===== src/rtl/core/wsfs_pkg.sv =====
`default_nettype none

package wsfs_pkg;

   // layout limits
   localparam int unsigned NumSpecs = 7;
   localparam logic [2:0] MaxFields = 3'd7;
   localparam logic [7:0] SpecVariable = 8'd255;

   // register indexes on the csr port
   localparam logic [2:0] CsrFieldCount = 3'd0;
   localparam logic [2:0] CsrSpecZero = 3'd1;
   localparam logic [2:0] CsrSpecOne = 3'd2;
   localparam logic [2:0] CsrSpecTwo = 3'd3;
   localparam logic [2:0] CsrSpecThree = 3'd4;
   localparam logic [2:0] CsrSpecFour = 3'd5;
   localparam logic [2:0] CsrSpecFive = 3'd6;
   localparam logic [2:0] CsrSpecSix = 3'd7;

   typedef enum logic [1:0] {
      PhSkip = 2'd0,
      PhField = 2'd1,
      PhSep = 2'd2
   } phase_type;

   typedef enum logic [1:0] {
      StOk = 2'd0,
      StMissing = 2'd1,
      StBad = 2'd2,
      StExcess = 2'd3
   } status_type;

   typedef struct packed {
      logic [7:0] data_byte;
      logic       last_byte;
   } req_type;

   typedef struct packed {
      logic       in_field;
      logic [2:0] field_number;
      logic       field_closed;
      logic       message_end;
      logic [1:0] status;
   } rsp_type;

   // layout held in the csr block
   typedef struct packed {
      logic [2:0]                    field_count;
      logic [NumSpecs-1:0][7:0]      spec;
   } cfg_type;

endpackage

`default_nettype wire


===== src/rtl/core/whitespace_field_splitter.sv =====
`default_nettype none

// Splits a byte stream message into fields against a layout held in csr
// registers (field count and seven field lengths, 255 meaning a field that
// runs to the next whitespace) and reports, on the last byte, ok, missing,
// bad or excess arguments. One request is taken every clock cycle while
// req_stall is low, and each produces one response: an input register feeds
// a combinational parser step with registered message state, and an output
// register holds the response, so a stalled response still lets the next
// request into the input register while that register is empty. Csr writes
// are always ready and should be made while no message bytes are in flight.
module whitespace_field_splitter (
   input  wire logic              clock,
   input  wire logic              reset,
   // requests
   input  wire logic              req_valid,
   output logic                   req_stall,
   input  wire wsfs_pkg::req_type req_data,
   // responses
   output logic                   rsp_valid,
   input  wire logic              rsp_stall,
   output wsfs_pkg::rsp_type      rsp_data,
   // csr writes
   input  wire logic              csr_valid,
   output logic                   csr_ready,
   input  wire logic [2:0]        csr_index,
   input  wire logic [7:0]        csr_data
);

   logic                 req_valid_ff, req_valid_in;
   wsfs_pkg::req_type    req_data_ff;
   logic                 rsp_valid_ff, rsp_valid_in;
   wsfs_pkg::rsp_type    rsp_data_ff, rsp_data_in;
   wsfs_pkg::cfg_type    cfg;
   logic                 req_accept;
   logic                 advance;

   assign csr_ready = 1'b1;

   wsfs_csr u_csr (
      .clock    (clock),
      .reset    (reset),
      .wr_en    (csr_valid && csr_ready),
      .wr_index (csr_index),
      .wr_data  (csr_data),
      .cfg      (cfg)
   );

   // handshake between the two registers
   assign advance = req_valid_ff && (!rsp_valid_ff || !rsp_stall);
   assign req_stall = req_valid_ff && !advance;
   assign req_accept = req_valid && !req_stall;
   assign req_valid_in = req_accept || (req_valid_ff && !advance);
   assign rsp_valid_in = advance || (rsp_valid_ff && rsp_stall);

   // input register
   always_ff @(posedge clock) begin
      if (reset) begin
         req_valid_ff <= 1'b0;
      end else begin
         req_valid_ff <= req_valid_in;
      end
   end

   always_ff @(posedge clock) begin
      if (req_accept) begin
         req_data_ff <= req_data;
      end
   end

   wsfs_parser u_parser (
      .clock (clock),
      .reset (reset),
      .cfg   (cfg),
      .fire  (advance),
      .req   (req_data_ff),
      .rsp   (rsp_data_in)
   );

   // output register
   always_ff @(posedge clock) begin
      if (reset) begin
         rsp_valid_ff <= 1'b0;
      end else begin
         rsp_valid_ff <= rsp_valid_in;
      end
   end

   always_ff @(posedge clock) begin
      if (advance) begin
         rsp_data_ff <= rsp_data_in;
      end
   end

   assign rsp_valid = rsp_valid_ff;
   assign rsp_data = rsp_data_ff;

   // a processed request always lands in the output register
   assert property (@(posedge clock) disable iff (reset)
      advance |=> rsp_valid_ff)
      else $error("processed request lost");

   // a held request stays in the input register
   assert property (@(posedge clock) disable iff (reset)
      req_valid_ff && !advance |=> req_valid_ff && $stable(req_data_ff))
      else $error("held request dropped");

   // status is only reported with the message end
   assert property (@(posedge clock) disable iff (reset)
      rsp_valid_ff && !rsp_data_ff.message_end |-> (rsp_data_ff.status == wsfs_pkg::StOk))
      else $error("status without message end");

   // field number is zero when no field is touched
   assert property (@(posedge clock) disable iff (reset)
      rsp_valid_ff && !rsp_data_ff.in_field && !rsp_data_ff.field_closed
         |-> (rsp_data_ff.field_number == 3'd0))
      else $error("stray field number");

endmodule

`default_nettype wire


===== src/rtl/core/wsfs_csr.sv =====
`default_nettype none

module wsfs_csr (
   input  wire logic              clock,
   input  wire logic              reset,
   input  wire logic              wr_en,
   input  wire logic [2:0]        wr_index,
   input  wire logic [7:0]        wr_data,
   output wsfs_pkg::cfg_type      cfg
);

   logic [2:0]                          field_count_ff;
   logic [wsfs_pkg::NumSpecs-1:0][7:0]  spec_ff;

   // register writes
   always_ff @(posedge clock) begin
      if (reset) begin
         field_count_ff <= 3'd0;
         for (int i = 0; i < wsfs_pkg::NumSpecs; i++) begin
            spec_ff[i] <= wsfs_pkg::SpecVariable;
         end
      end else if (wr_en) begin
         unique case (wr_index)
            wsfs_pkg::CsrFieldCount: field_count_ff <= wr_data[2:0];
            wsfs_pkg::CsrSpecZero:   spec_ff[0] <= wr_data;
            wsfs_pkg::CsrSpecOne:    spec_ff[1] <= wr_data;
            wsfs_pkg::CsrSpecTwo:    spec_ff[2] <= wr_data;
            wsfs_pkg::CsrSpecThree:  spec_ff[3] <= wr_data;
            wsfs_pkg::CsrSpecFour:   spec_ff[4] <= wr_data;
            wsfs_pkg::CsrSpecFive:   spec_ff[5] <= wr_data;
            wsfs_pkg::CsrSpecSix:    spec_ff[6] <= wr_data;
            default: ;
         endcase
      end
   end

   assign cfg.field_count = field_count_ff;
   assign cfg.spec = spec_ff;

endmodule

`default_nettype wire


===== src/rtl/core/wsfs_parser.sv =====
`default_nettype none

module wsfs_parser (
   input  wire logic              clock,
   input  wire logic              reset,
   input  wire wsfs_pkg::cfg_type cfg,
   input  wire logic              fire,
   input  wire wsfs_pkg::req_type req,
   output wsfs_pkg::rsp_type      rsp
);

   wsfs_pkg::phase_type  phase_ff, phase_in;
   logic [2:0]           field_ff, field_in;
   logic [7:0]           bytes_ff, bytes_in;
   wsfs_pkg::status_type err_code_ff, err_code_in;
   logic                 err_seen_ff, err_seen_in;

   function automatic logic [7:0] spec_of(input logic [2:0] k, input wsfs_pkg::cfg_type c);
      logic [7:0] s;
      if (k == 3'd7) begin
         s = wsfs_pkg::SpecVariable;
      end else begin
         s = c.spec[k];
      end
      return s;
   endfunction

   function automatic logic is_ws(input logic [7:0] b);
      return ((b >= 8'h09) && (b <= 8'h0D)) || (b == 8'h20);
   endfunction

   // byte step and end-of-message check
   always_comb begin
      logic                 ws;
      logic [2:0]           cnt;
      logic [7:0]           spec_cur;
      logic [7:0]           spec_end;
      logic [7:0]           bytes_inc;
      logic                 more_left;
      wsfs_pkg::phase_type  nxt_phase;
      logic [2:0]           nxt_field;
      logic [7:0]           nxt_bytes;
      wsfs_pkg::status_type nxt_code;
      logic                 nxt_seen;

      ws = is_ws(req.data_byte);
      cnt = (cfg.field_count > wsfs_pkg::MaxFields) ? wsfs_pkg::MaxFields : cfg.field_count;
      spec_cur = spec_of(field_ff, cfg);
      bytes_inc = (bytes_ff == 8'd255) ? 8'd255 : bytes_ff + 8'd1;
      nxt_phase = phase_ff;
      nxt_field = field_ff;
      nxt_bytes = bytes_ff;
      nxt_code = err_code_ff;
      nxt_seen = err_seen_ff;

      rsp.in_field = 1'b0;
      rsp.field_number = 3'd0;
      rsp.field_closed = 1'b0;
      rsp.message_end = req.last_byte;
      rsp.status = wsfs_pkg::StOk;

      // per-byte field tracking
      if (!err_seen_ff) begin
         unique case (phase_ff)
            wsfs_pkg::PhSkip: begin
               if (!ws) begin
                  if (field_ff >= cnt) begin
                     nxt_code = wsfs_pkg::StExcess;
                     nxt_seen = 1'b1;
                  end else if (spec_cur == 8'd0) begin
                     nxt_code = wsfs_pkg::StBad;
                     nxt_seen = 1'b1;
                  end else begin
                     rsp.in_field = 1'b1;
                     rsp.field_number = field_ff;
                     nxt_bytes = 8'd1;
                     nxt_phase = (spec_cur == 8'd1) ? wsfs_pkg::PhSep : wsfs_pkg::PhField;
                  end
               end
            end
            wsfs_pkg::PhField: begin
               if ((spec_cur == wsfs_pkg::SpecVariable) && ws) begin
                  rsp.field_closed = 1'b1;
                  rsp.field_number = field_ff;
                  nxt_field = (field_ff == 3'd7) ? field_ff : field_ff + 3'd1;
                  nxt_bytes = 8'd0;
                  nxt_phase = wsfs_pkg::PhSkip;
               end else begin
                  rsp.in_field = 1'b1;
                  rsp.field_number = field_ff;
                  nxt_bytes = bytes_inc;
                  if ((spec_cur != wsfs_pkg::SpecVariable) && (bytes_inc >= spec_cur)) begin
                     nxt_phase = wsfs_pkg::PhSep;
                  end
               end
            end
            wsfs_pkg::PhSep: begin
               if (ws) begin
                  rsp.field_closed = 1'b1;
                  rsp.field_number = field_ff;
                  nxt_field = (field_ff == 3'd7) ? field_ff : field_ff + 3'd1;
                  nxt_bytes = 8'd0;
                  nxt_phase = wsfs_pkg::PhSkip;
               end else begin
                  nxt_code = wsfs_pkg::StBad;
                  nxt_seen = 1'b1;
               end
            end
            default: ;
         endcase
      end

      // status on the last byte
      spec_end = spec_of(nxt_field, cfg);
      more_left = ({1'b0, nxt_field} + 4'd1) < {1'b0, cnt};
      if (req.last_byte) begin
         if (nxt_seen) begin
            rsp.status = nxt_code;
         end else if (nxt_phase == wsfs_pkg::PhField) begin
            if (spec_end == wsfs_pkg::SpecVariable) begin
               rsp.field_closed = 1'b1;
               rsp.field_number = nxt_field;
               rsp.status = more_left ? wsfs_pkg::StMissing : wsfs_pkg::StOk;
            end else begin
               rsp.status = wsfs_pkg::StMissing;
            end
         end else if (nxt_phase == wsfs_pkg::PhSep) begin
            rsp.field_closed = 1'b1;
            rsp.field_number = nxt_field;
            rsp.status = more_left ? wsfs_pkg::StMissing : wsfs_pkg::StOk;
         end else if (nxt_field >= cnt) begin
            rsp.status = wsfs_pkg::StOk;
         end else if ((spec_end == 8'd0) && !more_left) begin
            // empty final field closed by the message end
            if (!rsp.field_closed) begin
               rsp.field_closed = 1'b1;
               rsp.field_number = nxt_field;
            end
            rsp.status = wsfs_pkg::StOk;
         end else begin
            rsp.status = wsfs_pkg::StMissing;
         end
      end

      // message state clears after the last byte
      if (req.last_byte) begin
         phase_in = wsfs_pkg::PhSkip;
         field_in = 3'd0;
         bytes_in = 8'd0;
         err_code_in = wsfs_pkg::StOk;
         err_seen_in = 1'b0;
      end else begin
         phase_in = nxt_phase;
         field_in = nxt_field;
         bytes_in = nxt_bytes;
         err_code_in = nxt_code;
         err_seen_in = nxt_seen;
      end
   end

   // message state registers
   always_ff @(posedge clock) begin
      if (reset) begin
         phase_ff <= wsfs_pkg::PhSkip;
         field_ff <= 3'd0;
         bytes_ff <= 8'd0;
         err_code_ff <= wsfs_pkg::StOk;
         err_seen_ff <= 1'b0;
      end else if (fire) begin
         phase_ff <= phase_in;
         field_ff <= field_in;
         bytes_ff <= bytes_in;
         err_code_ff <= err_code_in;
         err_seen_ff <= err_seen_in;
      end
   end

   // a processed last byte leaves a clean message state
   assert property (@(posedge clock) disable iff (reset)
      fire && req.last_byte |=> (phase_ff == wsfs_pkg::PhSkip) && (field_ff == 3'd0)
                                && !err_seen_ff)
      else $error("message state not cleared after last byte");

   // the error code is only held together with the error flag
   assert property (@(posedge clock) disable iff (reset)
      !err_seen_ff |-> (err_code_ff == wsfs_pkg::StOk))
      else $error("error code set without error flag");

   // once an error is latched no field activity is reported
   assert property (@(posedge clock) disable iff (reset)
      fire && err_seen_ff |-> !rsp.in_field && !rsp.field_closed)
      else $error("field activity after error");

endmodule

`default_nettype wire


===== config.mk =====
export PLATFORM = sky130hd
export DESIGN_NAME = whitespace_field_splitter
export DESIGN_NICKNAME = d
export VERILOG_FILES = /design/src/rtl/core/wsfs_pkg.sv /design/src/rtl/core/whitespace_field_splitter.sv /design/src/rtl/core/wsfs_csr.sv /design/src/rtl/core/wsfs_parser.sv
export SDC_FILE = /design/constraint.sdc
export NUM_CORES = 1
export LEC_CHECK = 0
export BUFFER_PORTS_ARGS = -buffer_cell sky130_fd_sc_hd__buf_2
export CAP_MARGIN = 15
export CORE_UTILIZATION = 40
export CTS_CLUSTER_DIAMETER = 40
export DETAILED_ROUTE_END_ITERATION = 8
export SLEW_MARGIN = 40
export SYNTH_ARGS = -nofsm -noshare
export SYNTH_HDL_FRONTEND = slang
export SYNTH_SLANG_ARGS = --single-unit

===== constraint.sdc =====
create_clock -name clock -period 4.75 [get_ports clock]
set_input_delay 0.475 -clock clock [delete_from_list [all_inputs] [get_ports clock]]
set_output_delay 0.475 -clock clock [all_outputs]
set_load 0.02 [all_outputs]

# Word-level counts from Yosys, hierarchy flattened
# Cells that the tools add are included.
# totals
regBits	94
latchBits	0
mem_bits_rw	0
mem_bits_ro	0
inputBits	25
output_inout_bits	11
wordCells	160
mem_count	0
# classes
n_addsub	3
multipliers	0
n_div	0
magnitude_cmp	9
n_eq_ne	24
n_shift	0
muxes	71
bitwise_logic	0
reduce_logical	31
# ops
operator	n
8-bit two-way mux	12
4-bit two-way mux	13
8-bit binary-select mux with 3-bit select	2
2-bit two-way mux	20
8-bit == test (second input constant)	3
8-bit case mux with 3 select lines	1
3-bit == test (second input constant)	6
3-bit two-way mux	6
8-bit zero test	2
2-bit AND reduction	8
1-bit two-way mux	10
3-bit != test (second input constant)	3
3-bit case mux with 3 select lines	1
8-bit by 1-bit adder with 8-bit output (second input constant)	1
8-bit by 1-bit == test with 1-bit output (second input constant)	1
8-bit by 6-bit == test with 1-bit output (second input constant)	1
8-bit by 4-bit >= comparator with 1-bit output (second input constant)	1
8-bit >= comparator	1
8-bit by 4-bit <= comparator with 1-bit output (second input constant)	1
1-bit logical AND	8
3-bit by 4-bit less-than comparator with 1-bit output (second input constant)	2
8-bit != test (second input constant)	1
7-bit AND reduction	1
3-bit by 2-bit == test with 1-bit output (second input constant)	2
19 further kinds	31

# Depth between registers and ports, before layout
# Gate-level depths: netlist (run 1).
# depth
word_depth	19
mapped_depth	22
mapped_depth_nobuf	20

# Hierarchy
# Synthesis (run 1) repeated with hierarchy kept, for this count alone.
# hier_totals
hier_cells	649
hier_area_um2	6022.0
# modules_own_cells
mod	instances	cells_each	area_each_um2	seq_area_each_um2
wsfs_parser	1	410	3185.6	320.3
wsfs_csr	1	210	2228.4	1181.1
whitespace_field_splitter	1	29	608.1	550.5

# Least setup slack after synthesis (run 1)
# Ideal clock, no wire load.
# synth_timing
path_type	reg-to-reg
start	register req_data_ff[4] (netlist bit)
end	register rsp_data_ff (netlist bit rsp_data[6]), data pin
setup_time_ps	276
arrival_ps	3878
required_time_ps	4474
path_slack_ps	596
path_stages_with_launch	20
n_path_buf	2
period_less_slack_ps	4154
cell_sequence	edfxtp_1 or4b_1 a21oi_2 o21ai_2 a2111oi_2 o221ai_1 and2_1 buf_6 buf_4 nor2_1 ha_1 ha_1 a21oi_1 a31oi_1 a31o_2 o2111ai_1 a221oi_2 a31oi_1 nor3b_4 mux2i_1
# synth_lines
element	line	text
start: declaration	whitespace_field_splitter.sv:31	wsfs_pkg::req_type req_data_ff;
start signal: assignment	whitespace_field_splitter.sv:67	req_data_ff <= req_data;
end signal: assignment	whitespace_field_splitter.sv:91	rsp_data_ff <= rsp_data_in;
end: declaration	whitespace_field_splitter.sv:33	wsfs_pkg::rsp_type rsp_data_ff, rsp_data_in;

==> results of run 1 <==
-- through the flow --
stage	total power [mW]	util, %
after CTS	1.793	45.06
after floorplan	0.9933	-
after detailed placement	1.054	43.10
after global routing	1.852	45.98
final	1.785	45.98
after global placement	1.049	43.03
-- area by class of cell --
cell class	instances	area (sq um)	area share (%)
Clock buffer	9	225.2	3.234
Clock inverter	7	72.57	1.042
Inverter	28	110.1	1.581
Multi-Input combinational cell	540	3840	55.14
Sequential cell	94	2054	29.50
Tap cell	188	235.2	3.378
Timing Repair Buffer	66	426.7	6.126
-- what timing repair did --
| action | CTS | global route |
|---|---|---|
| endpoints found under the setup margin | 0 | 5 |
| gates resized for setup | 0 | 24 |
| hold buffers | 0 | 0 |
| buffers inserted | 0 | 4 |
| endpoints found under the hold margin | 0 | 0 |
-- worst max path at each step --
stage                                 startpoint                         to  slack (ps)
3_5_place_dp   u_parser.field_ff[1]$_SDFFE_PP0P_      rsp_data[4]$_DFFE_PP_          80
5_1_grt        u_parser.field_ff[0]$_SDFFE_PP0P_      rsp_data[4]$_DFFE_PP_           3
6_report                req_data_ff[4]$_DFFE_PP_      rsp_data[4]$_DFFE_PP_         310
4_1_cts        u_parser.field_ff[1]$_SDFFE_PP0P_      rsp_data[4]$_DFFE_PP_          50
3_3_place_gp   u_parser.field_ff[0]$_SDFFE_PP0P_  rsp_data[0]$_SDFFCE_PN0P_         100
2_1_floorplan           req_data_ff[4]$_DFFE_PP_      rsp_data[6]$_DFFE_PP_         600
-- metal layers --
layer | vias up | global-route usage, %
met5 | - | 0
met4 | 0 | 8.363
met3 | 32 | 3.754
met2 | 225 | 37.37
met1 | 2677 | 31.37
li1 | 2685 | -
-- Yosys cell counts (4+ instances only) --
master / instances / area [sq um]
nor3_1: 14 / 70.07
buf_4: 4 / 30.03
nand3_1: 14 / 70.07
buf_2: 6 / 30.03
and4_1: 6 / 52.55
nand3b_1: 10 / 75.07
o2111ai_1: 4 / 35.03
a21o_1: 6 / 45.04
clkbuf_1: 24 / 90.09
o221ai_1: 8 / 70.07
nand2b_1: 8 / 50.05
a31oi_1: 10 / 62.56
a211o_1: 46 / 402.9
a22oi_1: 14 / 105.1
ha_1: 23 / 287.8
inv_1: 25 / 93.84
nand2_1: 67 / 251.5
buf_6: 11 / 123.9
a21oi_1: 34 / 170.2
nor3b_1: 7 / 52.55
nor2b_1: 47 / 294.0
nor2_1: 61 / 229.0
mux2i_1: 39 / 390.4
edfxtp_1: 17 / 510.5
a211oi_1: 6 / 45.04
o21a_1: 4 / 30.03
dfxtp_1: 77 / 1541
and2_1: 5 / 31.28
o211ai_1: 9 / 67.56
o21ai_0: 16 / 80.08
nand4_1: 11 / 68.82
-- sequential cells by signal, indices dropped and copies added (netlist names) --
register and cells:
u_parser.err_seen_ff 1, u_parser.field_ff 3, u_csr.cfg 56, u_parser.err_code_ff 2, rsp_valid 1, u_parser.bytes_ff 8, u_parser.phase_ff 2, req_data_ff 9
rsp_data 8, u_csr.field_count_ff 3, req_valid_ff 1
-- where the power goes --
| group | switching (mW) | internal (mW) |
|---|---|---|
| sequential | 0.0244 | 0.840 |
| clock | 0.328 | 0.410 |
| combinational | 0.111 | 0.0723 |
| total | 0.463 | 1.32 |
-- cells by family (layout without fill, tap and decap cells) --
group	Yosys count	in the layout	share of synthesized area (%)
muxes	39	39	6.304
xor gates and xnor gates	5	5	0.7073
and+or+nand+nor	274	274	23.76
DFF	94	94	33.14
other	1	1	0.06056
buffers and inverters	78	110	6.749
AOI/OAI and AO/OA	198	198	24.63
adders and majority gates	23	23	4.647
-- worst max-delay path, cell delays in order, from the launching register on --
cell	delay, ps
edfxtp_1	410
or4b_4	570
a21oi_4	200
o21ai_4	140
or3_4	430
a21oi_2	160
a21o_2	170
nor2_8	50
buf_4	170
xnor2_1	140
ha_1	280
a21o_1	100
a21oi_1	80
a31oi_1	150
a31o_2	130
o2111ai_1	120
a221oi_2	270
a31oi_2	160
nor3b_4	300
mux2i_1	250
==> impl_metrics.toml, run 1 <==
[critical_path]
endpoint_kind = "flop"
path_max_fanout = 11
worstPathArrival_ps = 4630
r2r_slack_ps = 310
crit_type = "flop to flop"
rr_startpoint = "req_data_ff[4]$_DFFE_PP_"
start_kind = "flop"
required_ps = 4940
r2r_end = "rsp_data[4]$_DFFE_PP_"
r2r_cells = 19

[routing]
antenna_left = 0
num_vias = 5619
drc = 0
finalWirelength_microns = 17840
firstDrtPassIters = 9
drtIter0Drc = 571
dr_wl_met2_microns = 8150
met3WireLength_microns = 1108
wl_per_cell_microns = 19.14
top_layer = "met4"
wl_met1_microns = 8168
vias_per_cell = 6.029

[pwr]
ir_drop_mv = 0.1697
power_density_nw_per_um2 = 256.3
p_leak_nw = 2.686

[global_route]
grt_first_pass_wirelength_microns = 29030
grt_max_degree = 42
overflow = 0
grt_util_all_layers_pct = 23.21
antenna_found_initial = 0
grt_pass1_vias = 5375

[synth]
ys_ff_latch = 94
ys.flop_type = "dfxtp_1"
synth-edff-count = 17
async_flop_share_pct = 0
syn_inst = 712
avgSynthCellArea_sq_um = 8.697
synth_nets = 760
synth.distinct_cells = 82
yosys_warnings = 0
syn-cell-area_sq_um = 6192
yosysSeqAreaShare_pct = 33.14

[cells_and_area]
fin_nets = 787
final_common_cell = "dfxtp_1"
instances_no_fill = 932
drive_above_1_share_pct = 17.61
final.fill_count = 1482
n_antenna_cell = 0
stdcell_area_sq_um = 6964
area_growth_pct = 12.47
final_cell_mix = "75 x dfxtp_1, 63 x nand2_1, 59 x nor2_1"

[worst_hold_path]
hp-class = "input port to flop"
min_to = "req_data_ff[4]$_DFFE_PP_"
hold_depth = 1
hp-start = "req_data[4]"

[clocking]
cts.clk_slew.worst_paths_ps = 60
cts_buffer_depth = 2
cts_tree = "done"
root_buffer = "clkbuf_16"
clock-sinks = 94
cts_buffers = 9
htreeDepth = 3
clock_latency_ps = 350

[placed_design]
place_inst = 912
postPlaceCellArea_sq_um = 6528
gp_congestion = 0.9429
place_ws_ps = 83.03
hpwl_microns = 13250
port_buffers = 34

[timing]
setup_viol = 0
hold_viol = 0
worst_pin_slew_ps = 816.2
clock.fmax_mhz = 225.4
period_share_pct = 93.40
slew-limit-headroom_pct = 45.59
finClkSkew_ps = 6.571
setup_ws_ps = 313.6
whs_ps = 297.1
tns_ps = 0
slew_viol_final = 0
rsz0062_at_grt = "false"
final.min_clock_period_ps = 4436

[floorplan]
start_util_pct = 40.88
core_sq_um = 15150
die_h_microns = 126.4
row_count = 45
die-width_microns = 126.4
die_area_sq_um = 15980
io_pins = 36

[run]
drv_cap = 0

[status]
status = "finished clean"
Power figures use the tool's default switching activity.
==> run 2: changes to the inputs <==
--- a/config.mk
+++ b/config.mk
@@ -10,6 +10,7 @@
 export CORE_UTILIZATION = 40
 export CTS_CLUSTER_DIAMETER = 40
 export DETAILED_ROUTE_END_ITERATION = 8
+export REMOVE_ABC_BUFFERS = 1
 export SLEW_MARGIN = 40
 export SYNTH_ARGS = -nofsm -noshare
 export SYNTH_HDL_FRONTEND = slang
==> run 2 against run 1 <==
  * Maximum frequency shrank 1.8%
  * Non-clock buffer count grew 4
  * Wire length grew 2.4%
  * Clock power shrank 1%
  * Die area is the same
  * Global-route usage grew 0.32 points
  * Utilization grew 0.083 points
  * Sequential power is essentially flat
  * Sequential share of layout area shrank 0.053 points
  * Worst setup slack lost 80 ps
  * Total power shrank 0.47%
  * Critical endpoint unchanged
  * Largest cell class unchanged
==> impl_metrics.toml, run 2 (synthesis results as in run 1) <==
[critical_path]
endpoint_kind = "flop"
start_kind = "flop"
worstPathArrival_ps = 4720
path_max_fanout = 11
required_ps = 4950
crit_type = "flop to flop"

[cells_and_area]
final.fill_count = 1463
n_antenna_cell = 0
fin_util_pct = 46.06
fin_nets = 791
drive_above_1_share_pct = 17.38
area_growth_pct = 12.67
largest_reg_flops = 56
seqCellArea_sq_um = 2054
final_cell_mix = "75 x dfxtp_1, 66 x nand2_1, 58 x nor2_1"
final_common_cell = "dfxtp_1"
instances_no_fill = 936
multiInputGateArea_sq_um = 3825

[placed_design]
gp_congestion = 0.9895
hpwl_microns = 13490
place_inst = 915
place_ws_ps = 175.5
port_buffers = 34

[status]
status = "finished clean"

[floorplan]
core_sq_um = 15150
die_area_sq_um = 15980
row_count = 45
io_pins = 36
start_util_pct = 40.88
die-width_microns = 126.4
die_h_microns = 126.4

[timing]
hold_viol = 0
slew_viol_final = 0
setup_ws_ps = 233.2
tns_ps = 0
worst_pin_slew_ps = 792.4
finClkSkew_ps = 8.043
setup_viol = 0
clock.fmax_mhz = 221.4
final.min_clock_period_ps = 4517
slew-limit-headroom_pct = 46.98
period_share_pct = 95.09
rsz0062_at_grt = "false"

[clocking]
root_buffer = "clkbuf_16"
htreeDepth = 3
holdBufCountCts = 0
clock_latency_ps = 360
cts.clk_slew.worst_paths_ps = 70
cts_buffers = 9
clock-sinks = 94
cts_tree = "done"
cts_buffer_depth = 2

[global_route]
globalRouteMet1Util_pct = 31.31
grt.busiest_layer = "met2"
grt_util_all_layers_pct = 23.52
overflow = 0
grt_pass1_vias = 5317
grt_first_pass_wirelength_microns = 29100
grt_max_degree = 48
groute.layer.met3.usage_pct = 3.416
use_met2_pct = 38.28
antenna_found_initial = 0

[routing]
finalWirelength_microns = 18270
vias_per_cell = 6.032
drc = 0
wl_per_cell_microns = 19.52
drtIter0Drc = 474
antenna_left = 0
firstDrtPassIters = 5
num_vias = 5646

[pwr]
power_density_nw_per_um2 = 254.6
netSwitchingPower_uw = 456.8
p_leak_nw = 2.698
ir_drop_mv = 0.1686
p_comb_share_pct = 10.4
clkPwrFrac_pct = 41.0
pwr-share-seq_pct = 48.6
p_sw_share_pct = 25.72
intPower_mw = 1.320

[worst_hold_path]
hp-class = "input port to flop"

[run]
drv_cap = 0
[run 2: cell count changes in the layout (fill, tap and decap cells not counted), moves of 2 or more]
cell,before,now
nand2_2,4,1
clkinvlp_4,1,3
buf_4,30,33
inv_6,2,0
o221ai_2,4,1
nand2_1,63,66
o221ai_1,4,7
[run 2: critical path, cell delays in order, from the launching register on]
cell	delay, ps
edfxtp_1	410
or4b_1	590
a21oi_4	240
o21ai_4	150
or3_4	430
a21oi_2	180
a21o_2	180
nor2_8	70
nor2_2	110
ha_2	280
ha_1	270
a21oi_1	70
a31oi_1	170
a31o_2	130
o2111ai_1	120
a221oi_2	250
a31oi_2	160
nor3b_4	290
mux2i_1	240
[run 2: power by group through the flow]
stage	sequential (mW)	clock, mW	combinational [mW]
floorplan	0.877	0	0.103
global placement	0.880	0	0.170
detailed placement	0.881	0	0.175
CTS	0.863	0.744	0.176
global route	0.867	0.777	0.203
finish	0.864	0.728	0.185
[run 2: worst paths after layout]
| check | from | end | slack (ps) | cells after the start |
|---|---|---|---|---|
| max | req_data_ff[4]$_DFFE_PP_ | rsp_data[4]$_DFFE_PP_ | 230 | 18 |
| min | req_data[0] | req_data_ff[0]$_DFFE_PP_ | 290 | 1 |
| max reg2reg | req_data_ff[4]$_DFFE_PP_ | rsp_data[4]$_DFFE_PP_ | 230 | 18 |
| min reg2reg | req_valid_ff$_SDFF_PP0_ | rsp_valid$_SDFF_PP0_ | 500 | 2 |
[run 2: layout make-up]
cell class                 count  share of cell area (%)
tap                          188                   3.372
timing repair buffer          70                   6.600
clock inverter                 6                  0.8967
clock buffer                  10                   3.282
inverter                      28                   1.578
multi-input combinational    540                   54.82
sequential                    94                   29.45
[run 2: repair_timing]
action / 4_1_cts / 5_1_grt
setup endpoints to repair: 0 / 5
gates resized for setup: 0 / 21
buffers inserted: 0 / 5
[run 2: metrics by stage]
stage	instance area [sq um]	hold slack (ps)	power, mW
after floorplan	5884	451.3	0.9800
after global placement	6540	467.1	1.050
after detailed placement	6543	495.6	1.056
after CTS	6834	280.4	1.783
after global routing	6977	289.0	1.847
final	6977	290.3	1.776
[run 2: per-layer routing]
| layer | vias to the layer above | routed length (microns) |
|---|---|---|
| met1 | 2712 | 8467 |
| li1 | 2699 | - |
| met3 | 37 | 924 |
| met4 | 0 | 503 |
| met5 | - | 0 |
| met2 | 198 | 8377 |
